File: src/ece_pkg.sv
// Shared types, codes and constants of the easing curve evaluator.
package ece_pkg;

  localparam int WORK_BITS = 30;
  localparam int WW        = 32;
  localparam int CUR_W     = 36;
  localparam int CFG_IDX_W = 3;
  localparam int DIV_STEPS = WORK_BITS + 1;
  localparam int DIV_CW    = 5;
  localparam int QUO_W     = WORK_BITS + 1;
  localparam int REM_W     = 34;

  localparam logic [WW-1:0] ONE_W  = 32'h4000_0000;
  localparam logic [WW-1:0] HALF_W = 32'h2000_0000;
  localparam logic [WW-1:0] TWO_W  = 32'h8000_0000;

  localparam logic [WW-1:0] SC1  = 32'd1686629713;
  localparam logic [WW-1:0] SC3  = 32'd693598668;
  localparam logic [WW-1:0] SC5  = 32'd85569306;
  localparam logic [WW-1:0] SC7  = 32'd5026995;
  localparam logic [WW-1:0] SC9  = 32'd172272;
  localparam logic [WW-1:0] SC11 = 32'd3864;
  localparam logic [2:0] SIN_LAST = 3'd4;

  localparam logic [CFG_IDX_W-1:0] CFG_CURVE_KIND   = 3'd0;
  localparam logic [CFG_IDX_W-1:0] CFG_EASE_MODE    = 3'd1;
  localparam logic [CFG_IDX_W-1:0] CFG_CURVE_ORDER  = 3'd2;
  localparam logic [CFG_IDX_W-1:0] CFG_WIDTH_DECAY  = 3'd3;
  localparam logic [CFG_IDX_W-1:0] CFG_HEIGHT_DECAY = 3'd4;
  localparam logic [CFG_IDX_W-1:0] CFG_BOUNCE_SCALE = 3'd5;

  localparam logic [1:0] KIND_LINEAR = 2'd0;
  localparam logic [1:0] KIND_SINE   = 2'd1;
  localparam logic [1:0] KIND_POLY   = 2'd2;
  localparam logic [1:0] KIND_BOUNCE = 2'd3;

  localparam logic [1:0] MODE_IN    = 2'd0;
  localparam logic [1:0] MODE_OUT   = 2'd1;
  localparam logic [1:0] MODE_INOUT = 2'd2;

  typedef enum logic [4:0] {
    S_IDLE, S_PREP, S_SIN_X2, S_SIN_X2W, S_SIN_M, S_SIN_MW, S_SIN_F, S_SIN_FW,
    S_POW_M, S_POW_W, S_B_INIT, S_B_DIV, S_B_DW, S_B_DWW, S_B_DH, S_B_DHW,
    S_B_W, S_B_WW, S_B_H, S_B_HW, S_POST, S_OUT
  } state_e;

  typedef enum logic [2:0] {
    POST_ID, POST_INV, POST_HALF, POST_INV_HALF, POST_HALF_INV, POST_HALF_ADD
  } post_e;

  typedef enum logic [1:0] {
    RET_CURVE, RET_B_FIRST, RET_B_SEG
  } ret_e;

  typedef struct packed {
    logic busy;
    logic done;
  } div_stat_t;

  function automatic logic [WW-1:0] sin_coef(input logic [2:0] idx);
    logic [WW-1:0] c;
    case (idx)
      3'd0: c = SC9;
      3'd1: c = SC7;
      3'd2: c = SC5;
      3'd3: c = SC3;
      3'd4: c = SC1;
      default: c = SC1;
    endcase
    return c;
  endfunction

endpackage

File: src/ece_mul.sv
// Shared Q30 multiplier with round-half-up and a registered product.
module ece_mul (
  input  logic                 clk_i,
  input  logic [ece_pkg::WW-1:0] a_i,
  input  logic [ece_pkg::WW-1:0] b_i,
  output logic [ece_pkg::WW-1:0] p_o
);
  import ece_pkg::*;

  logic [2*WW-1:0] prod;
  logic [2*WW-1:0] rnd;
  logic [WW-1:0]   p_q;

  assign prod = {{WW{1'b0}}, a_i} * {{WW{1'b0}}, b_i};
  assign rnd  = prod + {{WW{1'b0}}, HALF_W};

  always_ff @(posedge clk_i) begin
    p_q <= rnd[WORK_BITS +: WW];
  end

  assign p_o = p_q;
endmodule

File: src/ece_div.sv
// Restoring divider, one quotient bit per cycle, for (num << 30) / den.
module ece_div (
  input  logic                      clk_i,
  input  logic                      rst_ni,
  input  logic                      start_i,
  input  logic [ece_pkg::WW-1:0]    num_i,
  input  logic [ece_pkg::WW-1:0]    den_i,
  output ece_pkg::div_stat_t        stat_o,
  output logic [ece_pkg::QUO_W-1:0] quo_o
);
  import ece_pkg::*;

  logic              busy_q, done_q;
  logic [DIV_CW-1:0] cnt_q;
  logic [REM_W-1:0]  rem_q, rem_d;
  logic [WW-1:0]     den_q;
  logic [QUO_W-1:0]  quo_q;
  logic              bit_d;
  logic [REM_W-1:0]  den_x;

  assign den_x = REM_W'(den_q);
  assign bit_d = rem_q >= den_x;
  assign rem_d = bit_d ? rem_q - den_x : rem_q;

  always_ff @(posedge clk_i or negedge rst_ni) begin
    if (!rst_ni) begin
      busy_q <= 1'b0;
      done_q <= 1'b0;
      cnt_q  <= '0;
    end else begin
      done_q <= 1'b0;
      if (start_i) begin
        busy_q <= 1'b1;
        cnt_q  <= '0;
      end else if (busy_q) begin
        cnt_q <= cnt_q + 1'b1;
        if (cnt_q == DIV_CW'(DIV_STEPS - 1)) begin
          busy_q <= 1'b0;
          done_q <= 1'b1;
        end
      end
    end
  end

  always_ff @(posedge clk_i) begin
    if (start_i) begin
      rem_q <= REM_W'(num_i);
      den_q <= den_i;
      quo_q <= '0;
    end else if (busy_q) begin
      rem_q <= {rem_d[REM_W-2:0], 1'b0};
      quo_q <= {quo_q[QUO_W-2:0], bit_d};
    end
  end

  assign stat_o.busy = busy_q;
  assign stat_o.done = done_q;
  assign quo_o       = quo_q;
endmodule

File: src/easing_curve_evaluator_top.sv
// Top level of the easing curve evaluator: configuration, sequencer and output stage.
// One request at a time. The work per request is set by the one shared multiplier, whose
// product is registered (seven products per sine), and by the bit-serial divider used for
// the segment position. The input stalls from acceptance until the result is loaded into
// the output register, and a new request is taken while that result still waits
// downstream.
module easing_curve_evaluator_top #(
  parameter int MAX_ORDER = 16,
  parameter int FRAC_BITS = 16
) (
  input  logic                               clk_i,
  input  logic                               rst_ni,
  input  logic                               in_valid_i,
  output logic                               in_stall_o,
  input  logic [FRAC_BITS:0]                 progress_i,
  output logic                               out_valid_o,
  input  logic                               out_stall_i,
  output logic [FRAC_BITS:0]                 eased_value_o,
  input  logic                               cfg_valid_i,
  output logic                               cfg_ready_o,
  input  logic [ece_pkg::CFG_IDX_W-1:0]      cfg_index_i,
  input  logic [FRAC_BITS+1:0]               cfg_data_i
);
  import ece_pkg::*;

  localparam int PW        = FRAC_BITS + 1;
  localparam int CW        = FRAC_BITS + 2;
  localparam int SHIFT_OUT = WORK_BITS - FRAC_BITS;
  localparam int CNT_W     = ($clog2(MAX_ORDER + 1) > 3) ? $clog2(MAX_ORDER + 1) : 3;
  localparam logic [PW-1:0] ONE_F     = PW'(1) << FRAC_BITS;
  localparam logic [CW-1:0] SCALE_MAX = CW'(2) << FRAC_BITS;
  localparam logic [WW-1:0] RND       = WW'((64'd1 << SHIFT_OUT) >> 1);

  // Configuration registers.
  logic [1:0]           kind_q, mode_q;
  logic [4:0]           order_q;
  logic [FRAC_BITS-1:0] wdec_q, hdec_q;
  logic [CW-1:0]        bscale_q;

  always_ff @(posedge clk_i or negedge rst_ni) begin
    if (!rst_ni) begin
      kind_q   <= KIND_LINEAR;
      mode_q   <= MODE_IN;
      order_q  <= 5'd1;
      wdec_q   <= '0;
      hdec_q   <= '0;
      bscale_q <= SCALE_MAX;
    end else if (cfg_valid_i) begin
      case (cfg_index_i)
        CFG_CURVE_KIND:   kind_q  <= cfg_data_i[1:0];
        CFG_EASE_MODE:    mode_q  <= cfg_data_i[1:0];
        CFG_CURVE_ORDER:  order_q <= cfg_data_i[4:0];
        CFG_WIDTH_DECAY:  wdec_q  <= cfg_data_i[FRAC_BITS-1:0];
        CFG_HEIGHT_DECAY: hdec_q  <= cfg_data_i[FRAC_BITS-1:0];
        CFG_BOUNCE_SCALE: bscale_q <= (cfg_data_i > SCALE_MAX) ? SCALE_MAX : cfg_data_i;
        default: ;
      endcase
    end
  end

  assign cfg_ready_o = 1'b1;

  logic [CNT_W-1:0] n_eff;
  always_comb begin
    if (order_q == 5'd0) begin
      n_eff = CNT_W'(1);
    end else if (int'(order_q) > MAX_ORDER) begin
      n_eff = CNT_W'(MAX_ORDER);
    end else begin
      n_eff = CNT_W'(order_q);
    end
  end

  logic [WW-1:0] dw_w, dh_w, s_w, first_w;
  assign dw_w    = WW'(wdec_q) << SHIFT_OUT;
  assign dh_w    = WW'(hdec_q) << SHIFT_OUT;
  assign s_w     = WW'(bscale_q) << SHIFT_OUT;
  assign first_w = s_w >> 1;

  // Sequencer and datapath registers.
  state_e           state_q, state_d;
  logic [WW-1:0]    t_q, t_d, x_q, x_d, y_q, y_d, x2_q, x2_d, sx_q, sx_d;
  logic [WW-1:0]    dwp_q, dwp_d, dhp_q, dhp_d, v_q, v_d;
  logic [CUR_W-1:0] prev_q, prev_d, cur_q, cur_d;
  logic [CNT_W-1:0] cnt_q, cnt_d;
  post_e            post_q, post_d;
  ret_e             ret_q, ret_d;
  logic             out_vld_q, out_vld_d;
  logic [PW-1:0]    out_val_q, out_val_d;

  logic [WW-1:0]    mul_a, mul_b, mul_p;
  logic             div_start;
  logic [WW-1:0]    div_num, div_den;
  div_stat_t        div_stat;
  logic [QUO_W-1:0] div_quo;

  ece_mul u_mul (
    .clk_i (clk_i),
    .a_i   (mul_a),
    .b_i   (mul_b),
    .p_o   (mul_p)
  );

  ece_div u_div (
    .clk_i   (clk_i),
    .rst_ni  (rst_ni),
    .start_i (div_start),
    .num_i   (div_num),
    .den_i   (div_den),
    .stat_o  (div_stat),
    .quo_o   (div_quo)
  );

  logic             in_acc, out_free;
  logic [PW-1:0]    prog_sat;
  logic [WW-1:0]    t2, sin_res;
  logic             t_low, in_first, hit;
  logic [CUR_W-1:0] cur_next;
  logic [CNT_W-1:0] cnt_inc;
  state_e           prep_next;

  assign in_acc   = in_valid_i && !in_stall_o;
  assign out_free = !out_vld_q || !out_stall_i;
  assign prog_sat = (progress_i > ONE_F) ? ONE_F : progress_i;
  assign t2       = t_q << 1;
  assign t_low    = t_q < HALF_W;
  assign sin_res  = (mul_p > ONE_W) ? ONE_W : mul_p;
  assign in_first = x_q <= first_w;
  assign cur_next = cur_q + CUR_W'(mul_p);
  assign hit      = (CUR_W'(x_q) >= prev_q) && (CUR_W'(x_q) < cur_next);
  assign cnt_inc  = cnt_q + 1'b1;

  always_comb begin
    if (mode_q != MODE_IN && mode_q != MODE_OUT && mode_q != MODE_INOUT) begin
      prep_next = S_POST;
    end else begin
      case (kind_q)
        KIND_SINE:   prep_next = S_SIN_X2;
        KIND_POLY:   prep_next = S_POW_M;
        KIND_BOUNCE: prep_next = S_B_INIT;
        default:     prep_next = S_POST;
      endcase
    end
  end

  // Next state.
  always_comb begin
    state_d = state_q;
    case (state_q)
      S_IDLE:    if (in_valid_i) state_d = S_PREP;
      S_PREP:    state_d = prep_next;
      S_SIN_X2:  state_d = S_SIN_X2W;
      S_SIN_X2W: state_d = S_SIN_M;
      S_SIN_M:   state_d = S_SIN_MW;
      S_SIN_MW:  state_d = (cnt_q[2:0] == SIN_LAST) ? S_SIN_F : S_SIN_M;
      S_SIN_F:   state_d = S_SIN_FW;
      S_SIN_FW:  state_d = (ret_q == RET_B_SEG) ? S_B_H : S_POST;
      S_POW_M:   state_d = S_POW_W;
      S_POW_W:   state_d = (cnt_inc == n_eff) ? S_POST : S_POW_M;
      S_B_INIT: begin
        if (in_first) begin
          state_d = (first_w == '0) ? S_SIN_X2 : S_B_DIV;
        end else begin
          state_d = (CNT_W'(1) < n_eff) ? S_B_DW : S_POST;
        end
      end
      S_B_DIV:   if (div_stat.done) state_d = S_SIN_X2;
      S_B_DW:    state_d = S_B_DWW;
      S_B_DWW:   state_d = S_B_DH;
      S_B_DH:    state_d = S_B_DHW;
      S_B_DHW:   state_d = S_B_W;
      S_B_W:     state_d = S_B_WW;
      S_B_WW: begin
        if (hit) begin
          state_d = S_B_DIV;
        end else begin
          state_d = (cnt_inc < n_eff) ? S_B_DW : S_POST;
        end
      end
      S_B_H:     state_d = S_B_HW;
      S_B_HW:    state_d = S_POST;
      S_POST:    state_d = S_OUT;
      S_OUT:     if (out_free) state_d = S_IDLE;
      default:   state_d = S_IDLE;
    endcase
  end

  // Datapath and unit control.
  logic [WW:0]   r2;
  logic [WW-1:0] r_seg, r_first, v_sat, v_rnd;
  assign r2      = {1'b0, div_quo, 1'b0} >> (QUO_W + 2 - (WW + 1));
  assign r_first = (WW'(div_quo) > ONE_W) ? ONE_W : WW'(div_quo);
  always_comb begin
    if (r2 > (WW + 1)'(ONE_W)) begin
      r_seg = (r2 >= (WW + 1)'(TWO_W)) ? '0 : WW'((WW + 1)'(TWO_W) - r2);
    end else begin
      r_seg = r2[WW-1:0];
    end
  end
  assign v_sat = (v_q > ONE_W) ? ONE_W : v_q;
  assign v_rnd = (v_sat + RND) >> SHIFT_OUT;

  always_comb begin
    t_d = t_q; x_d = x_q; y_d = y_q; x2_d = x2_q; sx_d = sx_q;
    dwp_d = dwp_q; dhp_d = dhp_q; v_d = v_q; prev_d = prev_q; cur_d = cur_q;
    cnt_d = cnt_q; post_d = post_q; ret_d = ret_q;
    out_vld_d = out_vld_q && out_stall_i;
    out_val_d = out_val_q;
    mul_a = '0; mul_b = '0;
    div_start = 1'b0; div_num = '0; div_den = '0;
    case (state_q)
      S_IDLE: if (in_valid_i) t_d = WW'(prog_sat) << SHIFT_OUT;
      S_PREP: begin
        y_d = t_q; post_d = POST_ID; ret_d = RET_CURVE; cnt_d = '0;
        x_d = t_q;
        if (kind_q == KIND_SINE) begin
          case (mode_q)
            MODE_IN:  begin x_d = ONE_W - t_q; post_d = POST_INV; end
            MODE_OUT: x_d = t_q;
            default: begin
              if (t_low) begin
                x_d = ONE_W - t2; post_d = POST_HALF_INV;
              end else begin
                x_d = t2 - ONE_W; post_d = POST_HALF_ADD;
              end
            end
          endcase
          sx_d = x_d;
        end else begin
          case (mode_q)
            MODE_IN: begin
              x_d    = (kind_q == KIND_POLY) ? t_q : ONE_W - t_q;
              post_d = (kind_q == KIND_POLY) ? POST_ID : POST_INV;
            end
            MODE_OUT: begin
              x_d    = (kind_q == KIND_POLY) ? ONE_W - t_q : t_q;
              post_d = (kind_q == KIND_POLY) ? POST_INV : POST_ID;
            end
            default: begin
              if (t_low) begin
                x_d = t2; post_d = POST_HALF;
              end else begin
                x_d = TWO_W - t2; post_d = POST_INV_HALF;
              end
            end
          endcase
          if (kind_q == KIND_POLY) y_d = ONE_W;
        end
        // Linear and the undefined mode pass the progress straight through.
        if (prep_next == S_POST) begin
          post_d = POST_ID;
          y_d    = t_q;
        end
      end
      S_SIN_X2: begin mul_a = sx_q; mul_b = sx_q; end
      S_SIN_X2W: begin x2_d = mul_p; y_d = SC11; cnt_d = '0; end
      S_SIN_M: begin mul_a = y_q; mul_b = x2_q; end
      S_SIN_MW: begin y_d = sin_coef(cnt_q[2:0]) - mul_p; cnt_d = cnt_inc; end
      S_SIN_F: begin mul_a = y_q; mul_b = sx_q; end
      S_SIN_FW: y_d = (ret_q == RET_B_FIRST) ? ONE_W - sin_res : sin_res;
      S_POW_M: begin mul_a = y_q; mul_b = x_q; end
      S_POW_W: begin y_d = mul_p; cnt_d = cnt_inc; end
      S_B_INIT: begin
        if (in_first) begin
          ret_d = RET_B_FIRST;
          sx_d  = ONE_W;
          if (first_w != '0) begin
            div_start = 1'b1; div_num = x_q; div_den = first_w;
          end
        end else begin
          prev_d = CUR_W'(first_w); cur_d = CUR_W'(first_w);
          dwp_d = ONE_W; dhp_d = ONE_W; cnt_d = CNT_W'(1);
          y_d = ONE_W;
        end
      end
      S_B_DIV: begin
        if (div_stat.done) begin
          sx_d = (ret_q == RET_B_FIRST) ? ONE_W - r_first : r_seg;
        end
      end
      S_B_DW:  begin mul_a = dwp_q; mul_b = dw_w; end
      S_B_DWW: dwp_d = mul_p;
      S_B_DH:  begin mul_a = dhp_q; mul_b = dh_w; end
      S_B_DHW: dhp_d = mul_p;
      S_B_W:   begin mul_a = dwp_q; mul_b = s_w; end
      S_B_WW: begin
        cur_d = cur_next;
        if (hit) begin
          ret_d = RET_B_SEG;
          div_start = 1'b1;
          div_num = x_q - prev_q[WW-1:0];
          div_den = mul_p;
        end else begin
          prev_d = cur_next;
          cnt_d  = cnt_inc;
          y_d    = ONE_W;
        end
      end
      S_B_H:  begin mul_a = y_q; mul_b = dhp_q; end
      S_B_HW: y_d = ONE_W - mul_p;
      S_POST: begin
        case (post_q)
          POST_INV:      v_d = ONE_W - y_q;
          POST_HALF:     v_d = y_q >> 1;
          POST_INV_HALF: v_d = ONE_W - (y_q >> 1);
          POST_HALF_INV: v_d = (ONE_W - y_q) >> 1;
          POST_HALF_ADD: v_d = (ONE_W + y_q) >> 1;
          default:       v_d = y_q;
        endcase
      end
      S_OUT: begin
        if (out_free) begin
          out_vld_d = 1'b1;
          out_val_d = (v_rnd > WW'(ONE_F)) ? ONE_F : v_rnd[PW-1:0];
        end
      end
      default: ;
    endcase
  end

  always_ff @(posedge clk_i or negedge rst_ni) begin
    if (!rst_ni) begin
      state_q   <= S_IDLE;
      out_vld_q <= 1'b0;
    end else begin
      state_q   <= state_d;
      out_vld_q <= out_vld_d;
    end
  end

  always_ff @(posedge clk_i) begin
    t_q <= t_d; x_q <= x_d; y_q <= y_d; x2_q <= x2_d; sx_q <= sx_d;
    dwp_q <= dwp_d; dhp_q <= dhp_d; v_q <= v_d; prev_q <= prev_d; cur_q <= cur_d;
    cnt_q <= cnt_d; post_q <= post_d; ret_q <= ret_d; out_val_q <= out_val_d;
  end

  assign in_stall_o    = state_q != S_IDLE;
  assign out_valid_o   = out_vld_q;
  assign eased_value_o = out_val_q;

  a_accept_starts: assert property (@(posedge clk_i) disable iff (!rst_ni)
    in_acc |=> state_q == S_PREP)
    else $error("accepted request did not start the sequencer");

  a_out_range: assert property (@(posedge clk_i) disable iff (!rst_ni)
    out_valid_o |-> eased_value_o <= ONE_F)
    else $error("eased value above one");

  a_div_free: assert property (@(posedge clk_i) disable iff (!rst_ni)
    div_start |-> !div_stat.busy)
    else $error("divider started while busy");

  a_div_wait: assert property (@(posedge clk_i) disable iff (!rst_ni)
    state_q == S_B_DIV |-> (div_stat.busy || div_stat.done))
    else $error("waiting on an idle divider");

endmodule
File: config.mk
export PLATFORM = sky130hd
export DESIGN_NAME = easing_curve_evaluator_top
export DESIGN_NICKNAME = d
export VERILOG_FILES = /design/src/ece_pkg.sv /design/src/ece_mul.sv /design/src/ece_div.sv /design/src/easing_curve_evaluator_top.sv
export SDC_FILE = /design/constraint.sdc
export NUM_CORES = 2
export LEC_CHECK = 0
export ABC_AREA = 1
export BUFFER_PORTS_ARGS = -buffer_cell sky130_fd_sc_hd__clkbuf_2
export CAP_MARGIN = 20
export CORE_ASPECT_RATIO = 1.1
export CORE_MARGIN = 2
export CORE_UTILIZATION = 61
export CTS_CLUSTER_SIZE = 8
export DETAILED_ROUTE_END_ITERATION = 8
export PLACE_DENSITY = 0.77
export SLEW_MARGIN = 20
export SYNTH_ARGS = -nofsm -noshare
export SYNTH_HDL_FRONTEND = slang
export SYNTH_SLANG_ARGS = --single-unit
File: constraint.sdc
create_clock -name clk_i -period 18.78 [get_ports clk_i]
set_clock_uncertainty 0.1 [all_clocks]
set_input_delay 0.939 -clock clk_i [delete_from_list [all_inputs] [get_ports clk_i]]
set_output_delay 0.939 -clock clk_i [all_outputs]
set_load 0.01 [all_outputs]
==> flow_summary.toml <==
[run_status]
outcome = "finished clean"

[setup_path]
regToRegSetupSlack_ps = 7620
required_ps = 19190
slowest_stage = "nand2_1"
critical_path_class = "register to register"
path_common_cell = "fa_1"
cp_slowest_stage_delay_ps = 810
cp.arrival_ps = 11570
worstSetupStartpointType = "register"
cp_max_fo = 32
endpoint_kind = "register"

[drt]
routed_via_density = 6.125
ant_nets = 0
first_pass_iters = 9
wl_met2_mm = 123.0
post_drt_wl_per_cell_um = 25.15
drt-initial-drc-count = 7897
vias = 67535
wl_met3_mm = 31.94
drcViolationCount = 0
drt-met1-wl_mm = 92.95
wl_mm = 277.3
top_layer_used = "met5"

[sta]
period_needed_ps = 11160
finalHoldViolations = 0
worst_pin_slew_ps = 1132
report.final.slew_viol_count = 0
post-route-period-util_pct = 59.40
rsz0062_at_grt = "false"
tns_ps = 0
max_freq_mhz = 89.64
relSlewSlack_pct = 24.45
setup_viol = 0

[synth]
yosysWarningCount = 0
synth_top_cells_by_area = "fa_1, edfxtp_1, inv_1"
ys_ff_latch = 527
synth_simple_gate_area_share_pct = 20.75
synthCells = 9492
ys_top_cells_by_count = "inv_1, nand2_1, nor2_1, fa_1, o21ai_0"
syn_area_sq_um = 71640
synth_compound_area_share_pct = 10.36
postSynth.asyncResetShare_pct = 13.66
synth.net_count = 10869
ys.flop_type = "edfxtp_1"
synth_xor_area_share_pct = 2.213
synth_edf_count = 390
netlist.area_leader.share_pct = 25.12
yosys.area_share.adder_pct = 32.72
synth_top_family_by_area = "adder cells"
netlist-cell-type-count = 70
yosysSeqAreaShare_pct = 20.68
muxShareOfSynthArea_pct = 0
avgSynthCellArea_sq_um = 7.547
synth_top_area_cell = "fa_1"
synth.most_common_cell = "inv_1"

[floorplanning]
initial_core_util_pct = 61.65
dieArea_sq_um = 120200
fp-row-count = 131
ios = 63
die_w_um = 330.7
dieHeight_um = 363.4
core-area_sq_um = 116200

[clock_tree]
cts_tree = "built"
path_clk_slew_ps = 50
cts_made_buffers = 76
htree_levels = 3
post_cts_resize_count = 0
cts.sinks = 527
cts_hold_buf = 0
clkLatencyLatePin_ps = 690
cts_buffer_depth = 3
cts_setup_buffers = 0
cts-root-buf = "clkbuf_16"

[layout]
layout.nets = 10806
area_growth_syn_to_layout_pct = 6.118
fillers = 10154
seqCellArea_sq_um = 14820
drive_above_1_share_pct = 4.226
multiInputGateArea_sq_um = 47520

[global_route]
overflow = 0
grt_pass1_wl_mm = 413.6
grtUsageTotal_pct = 46.56
grt_max_degree = 69
grt_pass1_vias = 67733
antenna_found_initial = 14

[placement]
portBuffers = 61
gp_congestion = 1.077
dp_hpwl_mm = 214.8

[worst_hold_path]
min_path_type = "input port to async pin"

[flow_run]
maxCapViolCount = 0
==> sequential cells by signal (all words and copies together) (netlist names), 31 cells and up <==
register and count:
dhp_q 32, dwp_q 32, u_mul.p_o 32, y_q 32, sx_q 32, u_div.den_q 32
x2_q 32, cur_q 36, prev_q 36, v_q 32, u_div.rem_q 34, u_div.quo_o 31
==> cells by family after synthesis <==
group,after synthesis
xor gates and xnor gates,181
buffers and inverters,2505
AOI/OAI and AO/OA,1290
adders and majority gates,1334
DFF,527
other,1
and+or+nand+nor,3654
==> layout by cell type, fill, tap and decap left out, types with 13 or more instances in the layout <==
master / synthesis / final
nor3_1: 77 / 75
o22ai_1: 69 / 69
nor2_1: 979 / 971
fa_1: 899 / 899
nor2_2: 29 / 34
dfrtp_1: 70 / 69
a22oi_1: 30 / 30
o2111ai_1: 17 / 14
nand4_1: 122 / 122
nor4_1: 36 / 36
a21boi_0: 13 / 13
clkbuf_1: 258 / 52
o21ai_0: 529 / 529
o21a_1: 17 / 17
buf_4: 3 / 138
o211ai_1: 33 / 33
nand3_1: 293 / 292
dfxtp_1: 65 / 65
o31ai_1: 17 / 17
inv_1: 2119 / 2116
ha_1: 435 / 435
clkbuf_16: 0 / 77
o21ai_1: 19 / 16
a21o_1: 13 / 13
clkinv_1: 29 / 32
nand2_1: 2065 / 2064
inv_2: 16 / 18
clkbuf_2: 0 / 60
a221oi_1: 34 / 30
or2_2: 14 / 14
xor2_1: 123 / 123
a21oi_1: 371 / 369
edfxtp_1: 390 / 390
a31oi_1: 38 / 38
o221ai_1: 37 / 35
xnor2_1: 58 / 58
==> critical path: cells and delay by family, from the launching register on <==
| kind | cells | cell delay (ps) |
|---|---|---|
| buffers and inverters | 8 | 1920 |
| xor gates and xnor gates | 1 | 410 |
| adders and majority gates | 9 | 4290 |
| DFF | 1 | 330 |
| AOI/OAI and AO/OA | 5 | 1200 |
| and+or+nand+nor | 8 | 2690 |
==> cell type report <==
type / count / share of cell area (%)
clock inverters: 7 / 0.1481
inverters: 2164 / 10.68
repair buffers: 200 / 1.810
multi-input cells: 6460 / 62.51
clock buffers: 130 / 2.809
flip-flops and latches: 527 / 19.49
diodes: 9 / 0.02963
well taps: 1529 / 2.516
==> routing by layer <==
layer  GRT usage [%]  vias to the layer above
li1                -                    29354
met1           53.80                    32112
met2           71.78                     4579
met3           12.32                     1470
met4           40.11                       20
met5               0                        -
==> path summary, 6_finish.rpt <==
kind | from | to | cells past startpoint
setup reg to reg | state_q[2]$_DFFE_PN0P_ | u_mul.p_o[4]$_DFF_P_ | 31
hold / removal | rst_ni | state_q[2]$_DFFE_PN0P_ | 1
min in group clk_i | u_div.rem_q[33]$_SDFFE_PP0P_ | u_div.rem_q[33]$_SDFFE_PP0P_ | 2
hold reg to reg | u_div.rem_q[33]$_SDFFE_PP0P_ | u_div.rem_q[33]$_SDFFE_PP0P_ | 2
max in group asynchronous | rst_ni | u_div.busy_q$_DFF_PN0_ | 2
setup / recovery | state_q[2]$_DFFE_PN0P_ | u_mul.p_o[4]$_DFF_P_ | 31
==> per-stage QoR <==
step | worst slack [ps] | instances | utilization, % | hold slack (ps) | area (sq um)
6_report | 7625 | 11026 | 65.42 | 47.64 | 76020
5_1_grt | 7474 | 11017 | 65.40 | 43.92 | 76000
3_3_place_gp | 8237 | 10878 | 63.42 | 356.4 | 73700
4_1_cts | 8091 | 11015 | 65.36 | 26.37 | 75950
2_1_floorplan | 10740 | 9492 | - | 328.8 | 71640
3_5_place_dp | 8187 | 10878 | 63.42 | 364.4 | 73700
Power is left out: the tool's default activity adds up to more than one toggle a clock period on the data nets, which glitch-free logic cannot reach.
